## config.mk

```make
export PLATFORM = sky130hd
export DESIGN_NAME = gps_and_modem_response_parser_top_flat
export DESIGN_NICKNAME = d
export VERILOG_FILES = /design/src/hw/rtl/gamrp_pkg.sv /design/src/hw/rtl/gamrp_if.sv /design/src/hw/rtl/gps_and_modem_response_parser_top.sv /design/src/flat_wrapper.sv
export SDC_FILE = /design/constraint.sdc
export NUM_CORES = 1
export LEC_CHECK = 0
export ABC_CLOCK_PERIOD_IN_PS = 2310
export BUFFER_PORTS_ARGS = -buffer_cell sky130_fd_sc_hd__buf_4
export CORE_AREA = 2 2 122 124
export CTS_BUF_LIST = sky130_fd_sc_hd__clkbuf_8
export CTS_CLUSTER_SIZE = 10
export DETAILED_ROUTE_END_ITERATION = 10
export DIE_AREA = 0 0 124 126
export GPL_TIMING_DRIVEN = 1
export SKIP_LAST_GASP = 1
export SLEW_MARGIN = 20
export SYNTH_ARGS = -nofsm -noshare
export SYNTH_HDL_FRONTEND = slang
export SYNTH_SLANG_ARGS = --single-unit
```

## constraint.sdc

```tcl
create_clock -name clock -period 2.31 [get_ports clock]
set_input_delay 0.3465 -clock clock [delete_from_list [all_inputs] [get_ports clock]]
set_output_delay 0.3465 -clock clock [all_outputs]
set_load 0.03 [all_outputs]
```

## src/hw/rtl/gamrp_pkg.sv

```systemverilog
// Shared constants, types and the letter-chain matcher for the GPS/modem response parser.
`timescale 1ns / 1ps
`default_nettype none
package gamrp_pkg;

   localparam int GPS_BUF_DEPTH_DEFAULT   = 64;
   localparam int FRAME_BUF_DEPTH_DEFAULT = 32;
   localparam int IP_TEXT_LEN_DEFAULT     = 15;

   localparam int EVENTS_W   = 8;
   localparam int BYTE_W     = 8;
   localparam int GPS_SLOT_W = 6;
   localparam int FRM_SLOT_W = 5;
   localparam int IP_SLOT_W  = 4;
   localparam int MATCH_W    = 8;

   // Characters the parser reacts to
   localparam logic [7:0] CHAR_DOLLAR = 8'h24;  // '$'
   localparam logic [7:0] CHAR_STAR   = 8'h2A;  // '*'
   localparam logic [7:0] CHAR_PROMPT = 8'h3E;  // '>'
   localparam logic [7:0] CHAR_L      = 8'h4C;  // 'L'
   localparam logic [7:0] CHAR_O      = 8'h4F;  // 'O'
   localparam logic [7:0] CHAR_K      = 8'h4B;  // 'K'
   localparam logic [7:0] CHAR_G      = 8'h47;  // 'G'
   localparam logic [7:0] CHAR_P      = 8'h50;  // 'P'
   localparam logic [7:0] CHAR_R      = 8'h52;  // 'R'

   localparam logic [0:8][7:0] SERVER_WORD = {8'h53, 8'h45, 8'h52, 8'h56, 8'h45,
                                              8'h52, 8'h20, 8'h4F, 8'h4B};
   localparam logic [0:8][7:0] REMOTE_WORD = {8'h52, 8'h45, 8'h4D, 8'h4F, 8'h54,
                                              8'h45, 8'h20, 8'h49, 8'h50};

   // Event bit positions
   localparam int EV_OK        = 0;
   localparam int EV_SERVER_OK = 1;
   localparam int EV_REMOTE_IP = 2;
   localparam int EV_GPS_END   = 3;
   localparam int EV_FRAME_END = 4;
   localparam int EV_PROMPT    = 5;
   localparam int EV_IP_DONE   = 6;
   localparam int EV_LOC_REQ   = 7;

   typedef enum logic [1:0] {
      HDR_IDLE,
      HDR_DOLLAR,
      HDR_G,
      HDR_P
   } hdr_state_type;

   // Sticky per-letter matcher; steps in letter order, so a letter may chain
   // off a flag set earlier in the same byte. Returns {done, flags}.
   function automatic logic [MATCH_W:0] chain_step(input logic [0:8][7:0] word,
                                                   input logic [MATCH_W-1:0] flags,
                                                   input logic [7:0] c);
      logic [MATCH_W-1:0] f;
      logic               done;
      f    = flags;
      done = 1'b0;
      if (c == word[0]) f[0] = 1'b1;
      for (int i = 1; i < MATCH_W; i++) begin
         if (c == word[i] && f[i-1]) begin
            f[i]   = 1'b1;
            f[i-1] = 1'b0;
         end
      end
      if (c == word[8] && f[MATCH_W-1]) begin
         f[MATCH_W-1] = 1'b0;
         done         = 1'b1;
      end
      return {done, f};
   endfunction

endpackage
`default_nettype wire

```

## src/hw/rtl/gamrp_if.sv

```systemverilog
// Valid/ready channel interfaces for parser input bytes and parser results.
`timescale 1ns / 1ps
`default_nettype none
interface gamrp_req_if;
   logic       valid;
   logic       ready;
   logic       mode;
   logic [7:0] rx_byte;
   logic       gps_source;

   modport source (output valid, output mode, output rx_byte, output gps_source,
                   input ready);
   modport sink   (input valid, input mode, input rx_byte, input gps_source,
                   output ready);
endinterface

interface gamrp_rsp_if;
   logic       valid;
   logic       ready;
   logic [7:0] events;
   logic [7:0] echo_byte;
   logic       gps_write;
   logic [5:0] gps_slot;
   logic       frame_write;
   logic [4:0] frame_slot;
   logic       ip_write;
   logic [3:0] ip_slot;

   modport source (output valid, output events, output echo_byte, output gps_write,
                   output gps_slot, output frame_write, output frame_slot,
                   output ip_write, output ip_slot, input ready);
   modport sink   (input valid, input events, input echo_byte, input gps_write,
                   input gps_slot, input frame_write, input frame_slot,
                   input ip_write, input ip_slot, output ready);
endinterface
`default_nettype wire

```

## src/hw/rtl/gps_and_modem_response_parser_top.sv

```systemverilog
// Top level of the GPS sentence / modem response parser.
`timescale 1ns / 1ps
`default_nettype none
// Each transfer on req_chan is one UART byte (or an arm command when mode is 1)
// and yields exactly one transfer on rsp_chan from a result register, carrying event
// flags and write slots for the sentence, kiosk frame and address text
// buffers. Throughput is one byte per cycle: all parsing is a single pass of
// logic into one result register, and a new byte is taken whenever that
// register is empty or being emptied in the same cycle. Write positions stop
// at their buffer depths; no buffer is overrun.
module gps_and_modem_response_parser_top
   import gamrp_pkg::*;
#(
   parameter int GPS_BUF_DEPTH   = GPS_BUF_DEPTH_DEFAULT,
   parameter int FRAME_BUF_DEPTH = FRAME_BUF_DEPTH_DEFAULT,
   parameter int IP_TEXT_LEN     = IP_TEXT_LEN_DEFAULT
) (
   input  wire logic   clock,
   input  wire logic   reset,
   gamrp_req_if.sink   req_chan,
   gamrp_rsp_if.source rsp_chan
);

   localparam int GPW = $clog2(GPS_BUF_DEPTH + 1);
   localparam int FPW = $clog2(FRAME_BUF_DEPTH + 1);

   logic accept;

   hdr_state_type hdr_state_ff, hdr_state_in;
   logic               gps_cap_ff, gps_cap_in;
   logic [GPW-1:0]     gps_pos_ff, gps_pos_in;
   logic               ok_half_ff, ok_half_in;
   logic [MATCH_W-1:0] server_ff, server_in;
   logic [MATCH_W-1:0] remote_ff, remote_in;
   logic               frm_act_ff, frm_act_in;
   logic [FPW-1:0]     frm_pos_ff, frm_pos_in;
   logic               ip_act_ff, ip_act_in;
   logic [IP_SLOT_W-1:0] ip_pos_ff, ip_pos_in;

   logic                  rsp_valid_ff;
   logic [EVENTS_W-1:0]   events_ff, events_in;
   logic [BYTE_W-1:0]     echo_ff, echo_in;
   logic                  gps_wr_ff, gps_wr_in;
   logic [GPS_SLOT_W-1:0] gps_slot_ff, gps_slot_in;
   logic                  frm_wr_ff, frm_wr_in;
   logic [FRM_SLOT_W-1:0] frm_slot_ff, frm_slot_in;
   logic                  ip_wr_ff, ip_wr_in;
   logic [IP_SLOT_W-1:0]  ip_slot_ff, ip_slot_in;

   logic [7:0]         c;
   logic               gps;
   logic [MATCH_W:0]   server_res;
   logic [MATCH_W:0]   remote_res;
   logic [IP_SLOT_W:0] ip_next;

   assign req_chan.ready = !rsp_valid_ff || rsp_chan.ready;
   assign accept         = req_chan.valid && req_chan.ready;

   assign c   = req_chan.rx_byte;
   assign gps = req_chan.gps_source;

   assign server_res = chain_step(SERVER_WORD, server_ff, c);
   assign remote_res = chain_step(REMOTE_WORD, remote_ff, c);
   assign ip_next    = {1'b0, ip_pos_ff} + 1'b1;

   always_ff @(posedge clock) begin
      if (reset) begin
         hdr_state_ff <= HDR_IDLE;
      end else if (accept) begin
         hdr_state_ff <= hdr_state_in;
      end
   end

   always_comb begin
      hdr_state_in = hdr_state_ff;
      gps_cap_in   = gps_cap_ff;
      gps_pos_in   = gps_pos_ff;
      ok_half_in   = ok_half_ff;
      server_in    = server_ff;
      remote_in    = remote_ff;
      frm_act_in   = frm_act_ff;
      frm_pos_in   = frm_pos_ff;
      ip_act_in    = ip_act_ff;
      ip_pos_in    = ip_pos_ff;
      events_in    = '0;
      echo_in      = '0;
      gps_wr_in    = 1'b0;
      gps_slot_in  = '0;
      frm_wr_in    = 1'b0;
      frm_slot_in  = '0;
      ip_wr_in     = 1'b0;
      ip_slot_in   = '0;

      if (req_chan.mode) begin
         // arm command: no byte processed, result stays all zero
         ip_act_in = 1'b1;
      end else begin
         echo_in = c;

         // header detection; a sentence end only counts with no header pending
         if (c == CHAR_DOLLAR && gps) begin
            hdr_state_in = HDR_DOLLAR;
         end else begin
            case (hdr_state_ff)
               HDR_DOLLAR: hdr_state_in = (c == CHAR_G && gps) ? HDR_G : HDR_IDLE;
               HDR_G:      hdr_state_in = (c == CHAR_P && gps) ? HDR_P : HDR_IDLE;
               HDR_P: begin
                  hdr_state_in = HDR_IDLE;
                  if (c == CHAR_R && gps) begin
                     gps_cap_in = 1'b1;
                     gps_pos_in = '0;
                  end
               end
               default: begin
                  if (c == CHAR_STAR && gps) begin
                     gps_cap_in           = 1'b0;
                     events_in[EV_GPS_END] = 1'b1;
                  end
               end
            endcase
         end

         if (gps_cap_in && gps && gps_pos_in < GPW'(GPS_BUF_DEPTH)) begin
            gps_wr_in   = 1'b1;
            gps_slot_in = GPS_SLOT_W'(gps_pos_in);
            gps_pos_in  = gps_pos_in + 1'b1;
         end

         if (!gps) begin
            if (c == CHAR_O) begin
               ok_half_in = 1'b1;
            end else if (ok_half_ff && c == CHAR_K) begin
               ok_half_in       = 1'b0;
               events_in[EV_OK] = 1'b1;
            end
            server_in                = server_res[MATCH_W-1:0];
            remote_in                = remote_res[MATCH_W-1:0];
            events_in[EV_SERVER_OK]  = server_res[MATCH_W];
            events_in[EV_REMOTE_IP]  = remote_res[MATCH_W];

            if (c == CHAR_DOLLAR) frm_act_in = 1'b1;
            if (frm_act_in && c != CHAR_STAR && frm_pos_ff < FPW'(FRAME_BUF_DEPTH)) begin
               frm_wr_in   = 1'b1;
               frm_slot_in = FRM_SLOT_W'(frm_pos_ff);
               frm_pos_in  = frm_pos_ff + 1'b1;
            end
            if (c == CHAR_STAR) begin
               events_in[EV_FRAME_END] = 1'b1;
               frm_act_in              = 1'b0;
               frm_pos_in              = '0;
            end
            if (c == CHAR_L) events_in[EV_LOC_REQ] = 1'b1;
         end

         if (c == CHAR_PROMPT) events_in[EV_PROMPT] = 1'b1;

         if (ip_act_ff) begin
            ip_wr_in   = 1'b1;
            ip_slot_in = ip_pos_ff;
            if (ip_next >= (IP_SLOT_W + 1)'(IP_TEXT_LEN)) begin
               ip_pos_in             = '0;
               ip_act_in             = 1'b0;
               events_in[EV_IP_DONE] = 1'b1;
            end else begin
               ip_pos_in = ip_next[IP_SLOT_W-1:0];
            end
         end
      end
   end

   always_ff @(posedge clock) begin
      if (reset) begin
         gps_cap_ff <= 1'b0;
         gps_pos_ff <= '0;
         ok_half_ff <= 1'b0;
         server_ff  <= '0;
         remote_ff  <= '0;
         frm_act_ff <= 1'b0;
         frm_pos_ff <= '0;
         ip_act_ff  <= 1'b0;
         ip_pos_ff  <= '0;
      end else if (accept) begin
         gps_cap_ff <= gps_cap_in;
         gps_pos_ff <= gps_pos_in;
         ok_half_ff <= ok_half_in;
         server_ff  <= server_in;
         remote_ff  <= remote_in;
         frm_act_ff <= frm_act_in;
         frm_pos_ff <= frm_pos_in;
         ip_act_ff  <= ip_act_in;
         ip_pos_ff  <= ip_pos_in;
      end
   end

   always_ff @(posedge clock) begin
      if (reset) begin
         rsp_valid_ff <= 1'b0;
      end else if (accept) begin
         rsp_valid_ff <= 1'b1;
      end else if (rsp_chan.ready) begin
         rsp_valid_ff <= 1'b0;
      end
   end

   always_ff @(posedge clock) begin
      if (accept) begin
         events_ff   <= events_in;
         echo_ff     <= echo_in;
         gps_wr_ff   <= gps_wr_in;
         gps_slot_ff <= gps_slot_in;
         frm_wr_ff   <= frm_wr_in;
         frm_slot_ff <= frm_slot_in;
         ip_wr_ff    <= ip_wr_in;
         ip_slot_ff  <= ip_slot_in;
      end
   end

   assign rsp_chan.valid       = rsp_valid_ff;
   assign rsp_chan.events      = events_ff;
   assign rsp_chan.echo_byte   = echo_ff;
   assign rsp_chan.gps_write   = gps_wr_ff;
   assign rsp_chan.gps_slot    = gps_slot_ff;
   assign rsp_chan.frame_write = frm_wr_ff;
   assign rsp_chan.frame_slot  = frm_slot_ff;
   assign rsp_chan.ip_write    = ip_wr_ff;
   assign rsp_chan.ip_slot     = ip_slot_ff;

endmodule
`default_nettype wire

```

## src/flat_wrapper.sv

```systemverilog
// flat-port wrapper written by rule: the top's interface ports become plain ports
module gps_and_modem_response_parser_top_flat import gamrp_pkg::*;
#(
   parameter int GPS_BUF_DEPTH   = GPS_BUF_DEPTH_DEFAULT,
   parameter int FRAME_BUF_DEPTH = FRAME_BUF_DEPTH_DEFAULT,
   parameter int IP_TEXT_LEN     = IP_TEXT_LEN_DEFAULT
)
  (clock, reset, req_chan_valid, req_chan_mode, req_chan_rx_byte, req_chan_gps_source, req_chan_ready, rsp_chan_valid, rsp_chan_events, rsp_chan_echo_byte, rsp_chan_gps_write, rsp_chan_gps_slot, rsp_chan_frame_write, rsp_chan_frame_slot, rsp_chan_ip_write, rsp_chan_ip_slot, rsp_chan_ready);
  gamrp_req_if req_chan_i ();
  gamrp_rsp_if rsp_chan_i ();
  input  wire logic clock;
  input  wire logic reset;
  input wire logic [$bits(req_chan_i.valid)-1:0] req_chan_valid;
  input wire logic [$bits(req_chan_i.mode)-1:0] req_chan_mode;
  input wire logic [$bits(req_chan_i.rx_byte)-1:0] req_chan_rx_byte;
  input wire logic [$bits(req_chan_i.gps_source)-1:0] req_chan_gps_source;
  output wire logic [$bits(req_chan_i.ready)-1:0] req_chan_ready;
  output wire logic [$bits(rsp_chan_i.valid)-1:0] rsp_chan_valid;
  output wire logic [$bits(rsp_chan_i.events)-1:0] rsp_chan_events;
  output wire logic [$bits(rsp_chan_i.echo_byte)-1:0] rsp_chan_echo_byte;
  output wire logic [$bits(rsp_chan_i.gps_write)-1:0] rsp_chan_gps_write;
  output wire logic [$bits(rsp_chan_i.gps_slot)-1:0] rsp_chan_gps_slot;
  output wire logic [$bits(rsp_chan_i.frame_write)-1:0] rsp_chan_frame_write;
  output wire logic [$bits(rsp_chan_i.frame_slot)-1:0] rsp_chan_frame_slot;
  output wire logic [$bits(rsp_chan_i.ip_write)-1:0] rsp_chan_ip_write;
  output wire logic [$bits(rsp_chan_i.ip_slot)-1:0] rsp_chan_ip_slot;
  input wire logic [$bits(rsp_chan_i.ready)-1:0] rsp_chan_ready;
  assign req_chan_i.valid = req_chan_valid;
  assign req_chan_i.mode = req_chan_mode;
  assign req_chan_i.rx_byte = req_chan_rx_byte;
  assign req_chan_i.gps_source = req_chan_gps_source;
  assign req_chan_ready = req_chan_i.ready;
  assign rsp_chan_valid = rsp_chan_i.valid;
  assign rsp_chan_events = rsp_chan_i.events;
  assign rsp_chan_echo_byte = rsp_chan_i.echo_byte;
  assign rsp_chan_gps_write = rsp_chan_i.gps_write;
  assign rsp_chan_gps_slot = rsp_chan_i.gps_slot;
  assign rsp_chan_frame_write = rsp_chan_i.frame_write;
  assign rsp_chan_frame_slot = rsp_chan_i.frame_slot;
  assign rsp_chan_ip_write = rsp_chan_i.ip_write;
  assign rsp_chan_ip_slot = rsp_chan_i.ip_slot;
  assign rsp_chan_i.ready = rsp_chan_ready;
  gps_and_modem_response_parser_top #(.GPS_BUF_DEPTH(GPS_BUF_DEPTH), .FRAME_BUF_DEPTH(FRAME_BUF_DEPTH), .IP_TEXT_LEN(IP_TEXT_LEN)) u_core (.clock(clock), .reset(reset), .req_chan(req_chan_i), .rsp_chan(rsp_chan_i));
endmodule
```

======== Word level (Yosys, flattened, before mapping) ========
Index checks and enable logic that the tools add are counted.
storage, ports and cells
  logic and storage cells ................. 157
  output and inout port bits .............. 36
  register bits ........................... 74
  bits in latches ......................... 0
  input bits .............................. 14
  memories kept ........................... 0
  memory bits (read-only) ................. 0
  RAM bits ................................ 0
cells by class
  eq/ne operators ......................... 20
  multiply operators ...................... 0
  divide/modulo/power cells ............... 0
  magnitude comparators ................... 3
  $add $sub $neg .......................... 3
  muxes and demuxes ....................... 57
  shift-type cells ........................ 0
  bitwise operators ....................... 5
  reduce and logical (&&, ||, !) cells .... 46
operators by type and width
  kind                                                    count
  equality test 8 x 7 -> 1 bit (second input constant)    12
  2-to-1 mux 7 bit                                        5
  2-to-1 mux 2 bit                                        17
  equality test 8 x 6 -> 1 bit (second input constant)    4
  2-to-1 mux 1 bit                                        30
  logical AND 1 bit                                       27
  2-to-1 mux 6 bit                                        2
  AND reduction 3 bit                                     3
  inequality test 8 x 6 -> 1 bit (second input constant)  1
  AND reduction 4 bit                                     2
  OR reduction 2 bit                                      4
  adder 7 x 1 -> 7 bit (second input constant)            1
  < comparator 7 bit (second input constant)              1
  adder 6 x 1 -> 6 bit (second input constant)            1
  < comparator 6 bit (second input constant)              1
  one-hot mux 2 bit (3 select lines)                      1
  nonzero test 2 bit                                      3
  OR reduction 3 bit                                      2
  adder 4 x 1 -> 5 bit (second input constant)            1
  >= comparator 5 x 4 -> 1 bit (second input constant)    1
  NOT 1 bit                                               5
  OR reduction 5 bit                                      1
  equality test 2 bit (second input constant)             2
  2-to-1 mux 4 bit                                        1
  6 further kinds                                         6

======== Longest topological paths before layout ========
  word-level depth ........................ 18
  gate-level depth with buffers ........... 9

======== Worst setup path after synthesis ========
OpenSTA, ideal clock, no wires.
  kind .................................... reg-to-reg
  from .................................... register u_core.rsp_valid_ff (netlist: u_core.rsp_chan.valid)
  to ...................................... register u_core.ok_half_ff
  path slack .............................. 156 ps
  data arrival time ....................... 2026 ps
  cell stages (with the launch flop) ...... 8
  data required time ...................... 2182 ps
  buffers on the path ..................... 0
  period minus slack after synthesis ...... 2154 ps
  cells stage by stage .................... dfxtp_1 nor2b_1 inv_1 nand2_1 inv_1 nand2_1 a21oi_1 nor2_1
on the way
  word-level cells in the longest chain between the ends .. 4
RTL lines
  what                                  line                                      text
  start: declaration                    gps_and_modem_response_parser_top.sv:40   logic rsp_valid_ff;
  start signal: assignment              gps_and_modem_response_parser_top.sv:197  rsp_valid_ff <= 1'b0;
  start signal: assignment              gps_and_modem_response_parser_top.sv:199  rsp_valid_ff <= 1'b1;
  start signal: assignment              gps_and_modem_response_parser_top.sv:201  rsp_valid_ff <= 1'b0;
  zero test 1 bit                       gps_and_modem_response_parser_top.sv:56   assign req_chan.ready = !rsp_valid_ff || rsp_chan.ready;
  logical OR 1 bit                      gps_and_modem_response_parser_top.sv:56
  via req_chan_ready                    flat_wrapper.sv:17                        output wire logic [$bits(req_chan_i.ready)-1:0] req_chan_ready;
  logical AND 1 bit                     gps_and_modem_response_parser_top.sv:57   assign accept = req_chan.valid && req_chan.ready;
  via u_core.accept                     gps_and_modem_response_parser_top.sv:27   logic accept;
  AND reduction 4 bit (no source line)  -
  end signal: assignment                gps_and_modem_response_parser_top.sv:185  ok_half_ff <= ok_half_in;
  end: declaration                      gps_and_modem_response_parser_top.sv:32   logic ok_half_ff, ok_half_in;
The timed path passes the listed nets, and every way through them passes these cells.
A chain may end at the register's enable or synchronous reset.

======== Final worst setup path ========
  from .................................... register u_core.hdr_state_ff[0]
  to ...................................... register u_core.gps_slot_ff[2] (netlist: u_core.rsp_chan.gps_slot[2]) (data pin)
on the way
  word-level cells in the longest chain between the ends .. 9
  elaborated cells on any way between the ends .. 15
RTL lines
  what                                                                        line                                      text
  start: declaration                                                          gps_and_modem_response_parser_top.sv:29   hdr_state_type hdr_state_ff, hdr_state_in;
  start signal: assignment                                                    gps_and_modem_response_parser_top.sv:70   hdr_state_ff <= hdr_state_in;
  parallel branches: the longest is 9 deep, another holds < comparator 7 bit  -
  end signal: assignment                                                      gps_and_modem_response_parser_top.sv:210  gps_slot_ff <= gps_slot_in;
  end: declaration                                                            gps_and_modem_response_parser_top.sv:44   logic [GPS_SLOT_W-1:0] gps_slot_ff, gps_slot_in;
Parallel ways; which one is timed is not known. The select of a mux whose other input is x is not followed.

==> summary.md <==
| Metric | Value |
|---|---|
| Largest net degree at the start of global routing | 35 |
| Final setup fails | 0 |
| Maximum vdd drop | 0.189 mV |
| CTS tree | yes |
| CTS hold repair buffers | 0 |
| Final hold violation count | 0 |
| Mean Syn Cell Area | 10.1 µm² |
| Starting DRT DRC Count | 150 |
| Worst slew margin | 0.599 |
| Synth top area cells | edfxtp_1 (29%), dfxtp_1 (23%), a21oi_1 (4.4%), and2_1 (3.7%), ha_1 (2.9%) |
| Die X-Extent | 124 µm |
| Post-Synthesis Cells | 347 |
| Clk_lat worst skew | 0.36 ns |
| RePlAce Congestion | 0.810 |
| Top layer in use | met4 |
| Worst EP arrival | 2.23 ns |
| CTS Buffer Depth | 2 |
| Data required, critical path | 2.43 ns |
| # clock sinks | 74 |
| Post-synth top flop | dfxtp_1 |
| Clk_skew | 0.00946 ns |
| PwrDens | 588 nW/µm² |
| Clock root buffer | clkbuf_8 |
| Setup CP Type | flop to flop |
| Yosys reg bits | 74 |
| CP max FO | 6 |
| Slowest-stage cell, CP | dfxtp_1 |
| Async S/R FF share, synth | 0 |
| Synth Cell Area | 3500 µm² |
| Initial core utilization | 0.245 |
| Least-Margin Pin Slew | 0.596 ns |
| Met2 wire len | 3870 µm |
| Status | finished, final reports clean |
| Grt total ovfl | 0 |
| Share of the synthesized area in the top cell type | 0.291 |
| Fin crit period | 2.12 ns |
| GRT Total Usage | 0.110 |
| Drt pass-1 iters | 4 |
| Syn. warnings | 0 |
| F_max | 472 MHz |
| Avg Vias per Cell | 4.77 |
| Largest area contributor in the netlist | edfxtp_1 |
| # rows | 44 |
| Largest delay share family, worst path | simple AND/OR/NAND/NOR gates |
| # diodes | 0 |
| Worst min path class | primary input to flop |
| Initial antenna violation count | 0 |
| Post-Route M1 WL | 3780 µm |
| Dpl hpwl | 6120 µm |
| Worst path cell trace | inv_1 -> ha_1 -> o31a_1 -> a41oi_2 -> nor2_1 -> and3_1 -> and2_1 |
| Core Region | 14300 µm² |
| Syn-to-layout area delta | 23.9% |
| Metal3 WL | 464 µm |
| Max stage delay on crit path | 0.39 ns |
| Unique masters post-synth | 59 |
| Number of enable flip-flop cells after synthesis | 34 |
| WHS Path Cells | 2 |
| Die area | 15600 µm² |
| Final WL | 8340 µm |
| Syn nets | 369 |
| Clock transition at the registers of the reported paths | 0.07 ns |
| Number of remaining DRC errors | 0 |
| Maxcap violations | 0 |
| Sequential element share of the synthesized area | 0.520 |
| Layout fillers | 1492 |
| Layout Nets | 432 |
| Number of global-route vias before repair | 2739 |
| RSZ-0062 raised after global routing | false |
| CP startpoint kind | flop |
| PortBufs | 49 |
| Final Power | 2.55 mW |
| WL/cell | 13.9 µm |
| Final period util | 0.918 |
| Layout cell share with drive strength beyond 1 | 0.224 |
| TritonCTS Buffers | 9 |
| IO Pins | 50 |
| Reg2Reg Depth | 7 |
| First-pass GRT wire length | 13400 µm |
| CP Capture Type | flop |
| Crit path buffers/inverters | 1 |
| Post-DRT Antenna Nets | 0 |
| Fin. max-slew vios | 0 |
| Fin Setup TNS | 0 ns |
| Crit path depth | 7 |
| Die Span Y | 126 µm |
| # H-tree levels | 3 |
| P_leak | 1.63 nW |
| Via count | 2860 |
## path summary, 6_finish.rpt
path / startpoint / to / slack (ns)
worst max register to register: u_core.hdr_state_ff[0] / u_core.rsp_chan.gps_slot[2] / 0.19
worst min register to register: u_core.server_ff[3] / u_core.server_ff[3] / 0.46
worst min-delay path: req_chan_rx_byte[6] / u_core.rsp_chan.events[5] / 0.33
worst max-delay path: u_core.hdr_state_ff[0] / u_core.rsp_chan.gps_slot[2] / 0.19
## layer usage
layer,global-route usage,up-vias
met1,0.139,1355
met2,0.172,69
li1,-,1422
met3,0.0285,14
met4,0.0601,0
met5,0,-
## sequential cells by signal, summed over array words and instances (netlist names), 2 cells and up
register,cells
u_core.frm_pos_ff,6
u_core.gps_pos_ff,7
u_core.hdr_state_ff,2
u_core.ip_pos_ff,4
u_core.remote_ff,8
u_core.rsp_chan.echo_byte,8
u_core.rsp_chan.events,8
u_core.rsp_chan.frame_slot,5
u_core.rsp_chan.gps_slot,6
u_core.rsp_chan.ip_slot,4
u_core.server_ff,8
## layout by cell type, fill, tap and decap left out, types with 2 or more instances in the layout
master,synthesis,routed
a211oi_1,4,4
a21o_1,4,4
a21oi_1,31,31
a22oi_1,2,2
a31o_2,2,2
a41o_1,2,2
and2_1,21,21
and3_1,4,4
and4_1,2,2
and4bb_2,2,2
buf_4,0,65
clkbuf_8,0,10
clkinv_1,0,2
clkinv_2,0,2
dfxtp_1,40,40
edfxtp_1,34,34
ha_1,8,8
inv_1,13,15
mux2i_1,3,3
nand2_1,21,21
nand2b_1,4,4
nand3_1,17,17
nand4_1,7,7
nor2_1,15,15
nor2b_1,14,14
nor3_1,19,19
nor4_1,7,7
nor4b_1,2,2
o211ai_1,2,2
o21a_1,4,4
o21ai_0,9,9
o21bai_1,2,2
o31ai_1,3,3
o41ai_1,3,3
or2b_1,2,2
or3_1,2,2
or4_1,4,4
or4b_2,2,2
## final cells by class
class	instances	area, µm²	area share
tap	184	230	0.0530
multi-input combinational	247	1590	0.366
sequential	74	1820	0.419
timing repair buffer	65	488	0.112
clock buffer	10	138	0.0317
clock inverter	6	25.0	0.00576
inverter	13	48.8	0.0112
## worst register-to-register path, cell delays in order, from the launching register on
cell	delay (ns)
dfxtp_1	0.39
inv_1	0.08
ha_1	0.31
o31a_1	0.30
a41oi_2	0.24
nor2_1	0.13
and3_1	0.25
and2_1	0.17
## logic make-up after synthesis
logic type / Yosys count / synth area share
adders and majority gates: 8 / 0.0286
DFF: 74 / 0.520
and+or+nand+nor: 155 / 0.260
muxes: 4 / 0.0118
buffers and inverters: 26 / 0.0282
AOI/OAI and AO/OA: 79 / 0.149
xor gates and xnor gates: 1 / 0.00250
## synthesized netlist by cell type, types with 2 or more instances
cell type,number
a31o_2,2
and2_1,21
nand2_1,21
o21ai_0,9
or2b_1,2
nand3_1,17
o21a_1,4
nand2b_1,4
and4_1,2
a41o_1,2
nand4_1,7
mux2i_1,3
a21oi_1,31
a41oi_1,2
a21o_1,4
inv_1,13
or4b_2,2
a22oi_1,2
edfxtp_1,34
nor3_1,19
a211oi_1,4
and4bb_2,2
nor4_1,7
nor4b_1,2
or4_1,4
and3_1,4
nor2b_1,14
nor2_1,15
o211ai_1,2
o41ai_1,3
o21bai_1,2
dfxtp_1,40
ha_1,8
clkbuf_1,11
o31ai_1,3
or3_1,2
## stage by stage
step                 util  cell area, µm²  setup slack (ns)  hold WS, ns  std cells
finish              0.303            4340             0.190        0.329        599
detailed placement  0.292            4170            0.0972        0.445        583
global placement    0.292            4170             0.190        0.441        583
global route        0.303            4340            0.0813        0.324        599
CTS                 0.303            4340            0.0914        0.305        599
floorplan               -            3500             0.156        0.432        347
## what timing repair did
| action | CTS | global route |
|---|---|---|
| endpoints found under the setup margin | 0 | 8 |
| buffers inserted | 0 | 0 |
| resized for setup | 0 | 1 |
## power breakdown
part	switching [mW]	internal (mW)
clock network	0.453	0.400
logic	0.182	0.0953
registers	0.0170	1.41
Note: power is estimated with default switching activity, not from simulation.
